<file path="src/hdl/kpi_pkg.sv">
// Shared types and constants for the keyframe pose interpolator.
`timescale 1ns / 1ps
package kpi_pkg;

  localparam int DEF_MAX_GAP    = 63;
  localparam int DEF_FRAME_BITS = 16;
  localparam int FRM_W          = 16;
  localparam int DIV_STEPS      = 33;

  localparam logic [1:0] ERR_NONE       = 2'd0;
  localparam logic [1:0] ERR_NOT_RISING = 2'd1;
  localparam logic [1:0] ERR_GAP        = 2'd2;

  typedef struct packed {
    logic [1:0]        err;
    logic              first;
    logic [FRM_W-1:0]  frame;
    logic [FRM_W-1:0]  base;
    logic [FRM_W-1:0]  gap;
    logic [5:0][31:0]  a;
    logic [5:0][31:0]  b;
  } cmd_t;

  typedef enum logic [1:0] {
    BK_IDLE,
    BK_ERR,
    BK_DIV,
    BK_RUN
  } bk_state_t;

endpackage

</file>
<file path="src/hdl/kpi_front.sv">
// Front end: accept keyframes, keep the previous key, issue commands.
`timescale 1ns / 1ps
module kpi_front #(
  parameter int MAX_GAP    = 63,
  parameter int FRAME_BITS = 16
) (
  input  logic          clk,
  input  logic          rst,
  input  logic          s_tvalid,
  output logic          s_tready,
  input  logic [159:0]  s_tdata,
  input  logic [0:0]    s_tuser,
  output logic          push,
  output kpi_pkg::cmd_t push_cmd,
  input  logic          full
);
  import kpi_pkg::*;

  localparam int FW = (FRAME_BITS < FRM_W) ? FRAME_BITS : FRM_W;

  logic [1:0]       keys_seen;
  logic [FRM_W-1:0] prev_frame;
  logic [5:0][31:0] prev_pose;

  logic             acc;
  logic             begin_track;
  logic [FRM_W-1:0] frm;
  logic [FRM_W-1:0] gap;
  logic [5:0][31:0] pose;

  assign s_tready = !full;
  assign acc      = s_tvalid && s_tready;
  assign frm      = FRM_W'(s_tdata[FW-1:0]);
  assign gap      = frm - prev_frame;
  assign begin_track = s_tuser[0] || (keys_seen == 2'd0);

  always_comb begin
    pose[0] = s_tdata[47:16];
    pose[1] = s_tdata[79:48];
    pose[2] = s_tdata[111:80];
    pose[3] = {{16{s_tdata[127]}}, s_tdata[127:112]};
    pose[4] = {{16{s_tdata[143]}}, s_tdata[143:128]};
    pose[5] = {{16{s_tdata[159]}}, s_tdata[159:144]};
  end

  always_comb begin
    push_cmd.frame = frm;
    push_cmd.base  = prev_frame;
    push_cmd.gap   = gap;
    push_cmd.first = (keys_seen != 2'd1);
    push_cmd.a     = prev_pose;
    push_cmd.b     = pose;
    if (frm <= prev_frame) begin
      push_cmd.err = ERR_NOT_RISING;
    end else if (gap > FRM_W'(MAX_GAP)) begin
      push_cmd.err = ERR_GAP;
    end else begin
      push_cmd.err = ERR_NONE;
    end
  end

  assign push = acc && !begin_track;

  always_ff @(posedge clk) begin
    if (rst) begin
      keys_seen  <= 2'd0;
      prev_frame <= '0;
      prev_pose  <= '0;
    end else if (acc) begin
      if (begin_track) begin
        keys_seen  <= 2'd1;
        prev_frame <= frm;
        prev_pose  <= pose;
      end else if (push_cmd.err == ERR_NONE) begin
        keys_seen  <= 2'd2;
        prev_frame <= frm;
        prev_pose  <= pose;
      end
    end
  end

endmodule

</file>
<file path="src/hdl/kpi_queue.sv">
// Two-entry command queue between front and back.
`timescale 1ns / 1ps
module kpi_queue (
  input  logic          clk,
  input  logic          rst,
  input  logic          push,
  input  kpi_pkg::cmd_t push_cmd,
  output logic          full,
  input  logic          pop,
  output logic          valid,
  output kpi_pkg::cmd_t head
);
  import kpi_pkg::*;

  cmd_t       entries [2];
  logic       wptr;
  logic       rptr;
  logic [1:0] count;

  assign full  = (count == 2'd2);
  assign valid = (count != 2'd0);
  assign head  = entries[rptr];

  always_ff @(posedge clk) begin
    if (push) begin
      entries[wptr] <= push_cmd;
    end
  end

  always_ff @(posedge clk) begin
    if (rst) begin
      wptr  <= 1'b0;
      rptr  <= 1'b0;
      count <= 2'd0;
    end else begin
      if (push) wptr <= !wptr;
      if (pop)  rptr <= !rptr;
      count <= count + 2'(push) - 2'(pop);
    end
  end

endmodule

</file>
<file path="src/hdl/kpi_back.sv">
// Back end: per-lane step divide, then incremental interpolation per frame.
`timescale 1ns / 1ps
module kpi_back #(
  parameter int MAX_GAP = 63
) (
  input  logic          clk,
  input  logic          rst,
  input  logic          q_valid,
  input  kpi_pkg::cmd_t q_head,
  output logic          pop,
  output logic          m_tvalid,
  input  logic          m_tready,
  output logic [159:0]  m_tdata,
  output logic          m_tlast,
  output logic [1:0]    m_tuser
);
  import kpi_pkg::*;

  localparam int GW = (MAX_GAP < 2) ? 1 : $clog2(MAX_GAP + 1);

  bk_state_t state, state_next;

  logic [GW-1:0]    gap_r;
  logic [GW-1:0]    idx;
  logic             first_r;
  logic [1:0]       err_r;
  logic [FRM_W-1:0] frame_r;
  logic [FRM_W-1:0] base_r;
  logic [5:0]       cnt;

  logic [31:0]      a_r    [6];
  logic             neg    [6];
  logic [32:0]      mag    [6];
  logic [32:0]      quo    [6];
  logic [GW-1:0]    rem    [6];
  logic [32:0]      acc_q  [6];
  logic [GW-1:0]    acc_r  [6];

  logic             can_load;
  logic             ld_err;
  logic             ld_run;
  logic             step;
  logic [5:0][31:0] val;

  assign can_load = !m_tvalid || m_tready;

  // next state
  always_comb begin
    state_next = state;
    case (state)
      BK_IDLE: if (q_valid) state_next = (q_head.err != ERR_NONE) ? BK_ERR : BK_DIV;
      BK_ERR:  if (can_load) state_next = BK_IDLE;
      BK_DIV:  if (cnt == 6'(DIV_STEPS - 1)) state_next = BK_RUN;
      BK_RUN:  if (can_load && idx == gap_r) state_next = BK_IDLE;
      default: state_next = BK_IDLE;
    endcase
  end

  // outputs of the sequencer
  always_comb begin
    pop    = 1'b0;
    ld_err = 1'b0;
    ld_run = 1'b0;
    step   = 1'b0;
    case (state)
      BK_IDLE: pop = q_valid;
      BK_ERR:  ld_err = can_load;
      BK_RUN: begin
        step   = can_load;
        ld_run = can_load && !(first_r && idx == '0);
      end
      default: ;
    endcase
  end

  always_ff @(posedge clk) begin
    if (rst) state <= BK_IDLE;
    else     state <= state_next;
  end

  always_comb begin
    for (int j = 0; j < 6; j++) begin
      val[j] = 32'({a_r[j][31], a_r[j]} + (neg[j] ? -acc_q[j] : acc_q[j]));
    end
  end

  always_ff @(posedge clk) begin
    logic [32:0] d;
    logic [GW:0] rsh;
    logic [GW:0] rsum;
    logic        ge;
    if (pop) begin
      gap_r   <= q_head.gap[GW-1:0];
      first_r <= q_head.first;
      err_r   <= q_head.err;
      frame_r <= q_head.frame;
      base_r  <= q_head.base;
      cnt     <= '0;
      idx     <= '0;
      for (int j = 0; j < 6; j++) begin
        d        = {q_head.b[j][31], q_head.b[j]} - {q_head.a[j][31], q_head.a[j]};
        a_r[j]   <= q_head.a[j];
        neg[j]   <= d[32];
        mag[j]   <= d[32] ? -d : d;
        quo[j]   <= '0;
        rem[j]   <= '0;
        acc_q[j] <= '0;
        acc_r[j] <= '0;
      end
    end else if (state == BK_DIV) begin
      cnt <= cnt + 6'd1;
      for (int j = 0; j < 6; j++) begin
        rsh    = {rem[j], mag[j][32]};
        ge     = (rsh >= {1'b0, gap_r});
        rem[j] <= ge ? GW'(rsh - {1'b0, gap_r}) : GW'(rsh);
        mag[j] <= {mag[j][31:0], 1'b0};
        quo[j] <= {quo[j][31:0], ge};
      end
    end else if (step) begin
      idx <= idx + GW'(1);
      for (int j = 0; j < 6; j++) begin
        rsum     = {1'b0, acc_r[j]} + {1'b0, rem[j]};
        ge       = (rsum >= {1'b0, gap_r});
        acc_r[j] <= ge ? GW'(rsum - {1'b0, gap_r}) : GW'(rsum);
        acc_q[j] <= acc_q[j] + quo[j] + 33'(ge);
      end
    end
  end

  always_ff @(posedge clk) begin
    if (ld_err) begin
      m_tdata <= {144'd0, frame_r};
      m_tlast <= 1'b1;
      m_tuser <= err_r;
    end else if (ld_run) begin
      m_tdata <= {val[5][15:0], val[4][15:0], val[3][15:0], val[2], val[1], val[0],
                  FRM_W'(base_r + FRM_W'(idx))};
      m_tlast <= (idx == gap_r);
      m_tuser <= ERR_NONE;
    end
  end

  always_ff @(posedge clk) begin
    if (rst)                   m_tvalid <= 1'b0;
    else if (ld_err || ld_run) m_tvalid <= 1'b1;
    else if (m_tready)         m_tvalid <= 1'b0;
  end

  a_gap_nonzero: assert property (@(posedge clk) disable iff (rst)
    (state == BK_RUN) |-> (gap_r != '0)) else $error("run with zero gap");
  a_err_is_last: assert property (@(posedge clk) disable iff (rst)
    (m_tvalid && m_tuser != ERR_NONE) |-> m_tlast) else $error("error result not last");
  a_rem_bound: assert property (@(posedge clk) disable iff (rst)
    (state == BK_RUN) |-> (acc_r[0] < gap_r && rem[0] < gap_r)) else $error("remainder overflow");
  a_idx_bound: assert property (@(posedge clk) disable iff (rst)
    (state == BK_RUN) |-> (idx <= gap_r)) else $error("frame index past gap");

endmodule

</file>
<file path="src/hdl/keyframe_pose_interpolator_top.sv">
// Top level of the linear keyframe pose interpolator.
`timescale 1ns / 1ps
// Usage:
//   Keyframes enter on the s_ channel in rising frame order. s_tuser[0] marks
//   the first keyframe of a new track; such an item is stored and yields no
//   result. Each later keyframe yields one interpolated pose per frame across
//   the gap (the second key of a track includes the previous frame as well).
//   Results leave on the m_ channel; m_tlast flags the final result of a key
//   and m_tuser carries the error code (not rising, gap too large), in which
//   case a single zero-pose result is sent and the keyframe is dropped.
//   Timing: the front takes one item per cycle, while the two-entry command
//   queue is not full. The back takes one command at a time: it loads the
//   command, runs the per-lane restoring divide of the pose delta by the gap,
//   then sends one result per cycle while m_tready does not stall it (gap or
//   gap+1 results). An error item is loaded and sends its single result.
//   Reset clears the stored key, the queue, the back sequencer and m_tvalid.
//   A stall on m_tready holds the result register and the back sequencer while it sends; the
//   front keeps accepting until the queue fills, then drops s_tready.
module keyframe_pose_interpolator_top #(
  parameter int MAX_GAP    = kpi_pkg::DEF_MAX_GAP,
  parameter int FRAME_BITS = kpi_pkg::DEF_FRAME_BITS
) (
  input  logic         clk,
  input  logic         rst,
  input  logic         s_tvalid,
  output logic         s_tready,
  // frame[15:0], pos_x, pos_y, pos_z, ang_theta, ang_phi, ang_psi
  input  logic [159:0] s_tdata,
  // start_track
  input  logic [0:0]   s_tuser,
  output logic         m_tvalid,
  input  logic         m_tready,
  // out_frame[15:0], out_x, out_y, out_z, out_theta, out_phi, out_psi
  output logic [159:0] m_tdata,
  output logic         m_tlast,
  // error
  output logic [1:0]   m_tuser
);
  import kpi_pkg::*;

  logic push;
  logic full;
  logic pop;
  logic q_valid;
  cmd_t push_cmd;
  cmd_t q_head;

  // accept and classify keyframes
  kpi_front #(.MAX_GAP(MAX_GAP), .FRAME_BITS(FRAME_BITS)) u_front (
    .clk(clk), .rst(rst),
    .s_tvalid(s_tvalid), .s_tready(s_tready), .s_tdata(s_tdata), .s_tuser(s_tuser),
    .push(push), .push_cmd(push_cmd), .full(full)
  );

  // decouple the two halves
  kpi_queue u_queue (
    .clk(clk), .rst(rst),
    .push(push), .push_cmd(push_cmd), .full(full),
    .pop(pop), .valid(q_valid), .head(q_head)
  );

  // divide and emit poses
  kpi_back #(.MAX_GAP(MAX_GAP)) u_back (
    .clk(clk), .rst(rst),
    .q_valid(q_valid), .q_head(q_head), .pop(pop),
    .m_tvalid(m_tvalid), .m_tready(m_tready), .m_tdata(m_tdata),
    .m_tlast(m_tlast), .m_tuser(m_tuser)
  );

endmodule

</file>
<file path="config.mk">
export PLATFORM = sky130hd
export DESIGN_NAME = keyframe_pose_interpolator_top
export DESIGN_NICKNAME = d
export VERILOG_FILES = /design/src/hdl/kpi_pkg.sv /design/src/hdl/kpi_front.sv /design/src/hdl/kpi_queue.sv /design/src/hdl/kpi_back.sv /design/src/hdl/keyframe_pose_interpolator_top.sv
export SDC_FILE = /design/constraint.sdc
export NUM_CORES = 2
export LEC_CHECK = 0
export ABC_AREA = 1
export ABC_CLOCK_PERIOD_IN_PS = 25500
export BUFFER_PORTS_ARGS = -buffer_cell sky130_fd_sc_hd__clkbuf_2
export CAP_MARGIN = 25
export CORE_MARGIN = 3
export CORE_UTILIZATION = 64
export DETAILED_ROUTE_END_ITERATION = 6
export MAX_ROUTING_LAYER = met4
export PLACE_DENSITY = 0.82
export RECOVER_POWER = 100
export SYNTH_ARGS = -nofsm -noshare
export SYNTH_HDL_FRONTEND = slang
export SYNTH_HIERARCHICAL = 1
export SYNTH_SLANG_ARGS = --single-unit
export TNS_END_PERCENT = 10
</file>
<file path="constraint.sdc">
create_clock -name clk -period 25.5 [get_ports clk]
set_input_delay 1.275 -clock clk [delete_from_list [all_inputs] [get_ports clk]]
set_output_delay 1.275 -clock clk [all_outputs]
set_load 0.1 [all_outputs]
</file>
==> implementation parameters <==
Parameter                              Value

Worst setup path
  Required time of the critical path    26.17 ns
  Critical Path Max Stage Delay    4.85 ns
  Slowest library cell on the worst path    sky130_fd_sc_hd__clkbuf_1
  Cell mode on critical path    sky130_fd_sc_hd__nand2_1
  Arrival time reported for the critical path endpoint    15.85 ns
  Category of the critical setup timing path    reg -> reg
  Ordered cell list for the critical path    clkbuf_1 > clkbuf_1 > mux2_2 > inv_1 > ha_1 > inv_1 > fa_1 > nand2_1 > nand3_1 > nand3_1 > nand2_1 > nand2_2 > nand2_1 > nand2_1 > nand2_1 > nand2_1 > nand2_4 > clkinvlp_2 > o21ai_0 > nand2_1 > nand2_1 > nand3_1 > nand2_1
  Kind of cell adding the most delay to the critical path    buffers and inverters
  Kind of launch point of the worst setup path    flop
  Highest fanout seen on the critical path    107
  Crit path buf inv count    5
  Crit path capture type    flop

Die
  Die width    433 um
  Die H    433 um
  Initial Utilization    64.8%
  Top Ports    330
  Die footprint    187000 um^2
  Core footprint    180000 um^2
  Placement Rows    155

Synthesis
  Post-synth net total    14200
  Number of synthesis warnings    6
  Mapped Avg Cell Area    8.73 um^2
  Number of cells produced by synthesis    13300
  Netlist Area Pre-Place    117000 um^2

Power
  Switching share of total power    47.1%
  Final Total Pwr    17300 uW
  Cell-internal power    9180 uW
  Proportion of power drawn by the clock network    17.3%
  Sw power    8170 uW
  Static leakage    0.0536 uW
  Fraction of power consumed by sequential logic    29.5%
  Combinational fraction of design power    53.1%
  Peak supply drop    0.111 mV
  Power per cell area    140 nW/um^2

GRT
  Global router's overall resource usage    33.1%
  First-pass GRT wire length    476000 um
  Initial antenna violation count    20
  Number of global-route vias before repair    88100
  Total congestion overflow    0
  Maximum number of pins on one net before global-route repair    172

CTS
  Total clock buffers created by CTS    197
  Max Buffers Root-to-Sink    3
  Post-cts hold buffer count    0
  CTS root buf    sky130_fd_sc_hd__clkbuf_16
  Clock tree from TritonCTS    built
  Count of cells resized by post-cts repair    0
  Buffers inserted by post-CTS timing repair    0
  Register clock-pin slew on the reported worst setup and hold paths    0.06 ns
  H-Tree Level Count    4
  Insertion delay of the later-clocked pin in the worst-skew pair    0.85 ns
  Clock sink total    1944

STA
  Worst setup slack after layout    10.32 ns
  Unrepaired setup endpoints after global routing    false
  Actual transition at the worst max-transition pin    9.11 ns
  Sum Neg Setup Slack    0 ns
  Hold violation total from the final report    0
  Shortest clock period the worst path allows after layout    15.18 ns
  Maximum clock frequency    65.9 MHz
  Total of endpoints with negative setup slack in the final report    0
  Max transition margin    -508%
  Post-route clock period utilization    59.5%
  Max-slew violation count    3016
  Final clock skew    0.0314 ns

Detailed routing
  Average via count per standard cell    5.73
  Number of DRC violations after detailed routing    3
  Total wire length after detailed routing    307000 um
  Routed wire per std cell    19.2 um
  Final ANT Viol Nets    0
  Via count    91400
  Detailed Route Iter0 Violations    8498
  First-pass iteration count of the detailed router    7

Min path
  Hold crit path type    reg -> reg

Run status
  Violations in the final reports    design-rule violations, max-capacitance violations, max-slew violations
  Result of the run    finished with violations

Placed design
  HPWL reported at the end of detailed placement    220000 um
  GP Congestion    0.959
  # port buffers    329
  Place WS    18.38 ns

Layout
  Layout overhead on the synthesized area    6.55%
  Layout cell share with drive strength beyond 1    6.82%
  Post-layout nets    14200

Job
  Max-cap violation count    45
## per-stage QoR
stage | instance area [um^2] | utilization [%] | instances | hold slack [ns]
global route | 124000 | 69.1 | 15900 | 0.464
detailed placement | 118000 | 65.8 | 15500 | 0.437
floorplan | 117000 | - | 13300 | 0.426
finish | 124000 | 69.1 | 15900 | 0.437
global placement | 118000 | 65.7 | 15500 | 0.431
CTS | 125000 | 69.5 | 15900 | 0.444
## state kept, by name, indices dropped and copies added, names as in the netlist, 2 cells and up, named ones only
name / count
u_back/acc_q: 144
u_front/prev_frame: 16
u_back/gap_r: 6
u_back/state: 2
u_back/quo: 144
u_back/a_r: 144
u_queue/count: 2
u_back/idx: 6
u_back/m_tdata: 160
u_back/mag: 198
u_back/base_r: 16
u_front/keys_seen: 2
u_back/frame_r: 16
u_front/push_cmd: 144
u_queue/entries: 850
u_back/cnt: 6
u_back/m_tuser: 2
u_back/rem: 36
u_back/err_r: 2
u_back/neg: 6
u_back/acc_r: 36
## placed cells by master (no fill, tap or decap), types with 69 or more instances in the layout
master and n:
sky130_fd_sc_hd__clkbuf_1 398, sky130_fd_sc_hd__inv_1 1742, sky130_fd_sc_hd__a21oi_1 953, sky130_fd_sc_hd__nand2_2 95, sky130_fd_sc_hd__ha_1 610, sky130_fd_sc_hd__nand2_1 3421, sky130_fd_sc_hd__mux2_2 225, sky130_fd_sc_hd__clkbuf_16 202
sky130_fd_sc_hd__nor2_1 980, sky130_fd_sc_hd__nand4_1 120, sky130_fd_sc_hd__edfxtp_1 1612, sky130_fd_sc_hd__dfxtp_1 332, sky130_fd_sc_hd__nand3_2 96, sky130_fd_sc_hd__nand3_1 669, sky130_fd_sc_hd__xnor2_1 129, sky130_fd_sc_hd__nand3b_1 69
sky130_fd_sc_hd__o21ai_0 662, sky130_fd_sc_hd__nor3_1 120, sky130_fd_sc_hd__xor2_1 166, sky130_fd_sc_hd__mux2_1 200
## path summary, 6_finish.rpt
check | depth (start not counted) | slack (ns) | to | start
max | 23 | 10.32 | u_back/mag[0][28] | flop
min | 0 | 0.44 | u_queue/entries[0][295] | u_front/push_cmd[295]
max reg2reg | 23 | 10.32 | u_back/mag[0][28] | flop
min reg2reg | 0 | 0.44 | u_queue/entries[0][295] | u_front/push_cmd[295]
## layer usage
layer	GRT usage, %	wire, um	part of all wire (%)	vias to the layer above
li1	-	-	-	44600
met1	42.2	128000	42	43000
met2	53.9	145000	47	3228
met3	4.22	20500	6.7	596
met4	12.9	13000	4.2	0
met5	-	0	0	-
## final cells by class
cell class	instances	area [um^2]
antenna	22	55.1
clock buffer	254	5410
clock inverter	115	1340
fill	14100	55600
inverter	1798	6770
multi-input combinational	9067	51100
sequential	1944	55100
tap	2355	2950
timing repair buffer	382	1510
## power by group through the flow
| stage | clock, uW | combinational [uW] | sequential (uW) |
|---|---|---|---|
| final | 3010 | 9220 | 5130 |
| after global routing | 3170 | 10200 | 5210 |
| after CTS | 3060 | 9110 | 5000 |
| after detailed placement | 0 | 9030 | 5060 |
| after global placement | 0 | 8790 | 5030 |
| after floorplan | 0 | 6290 | 5720 |
Power figures use the tool's default switching activity.
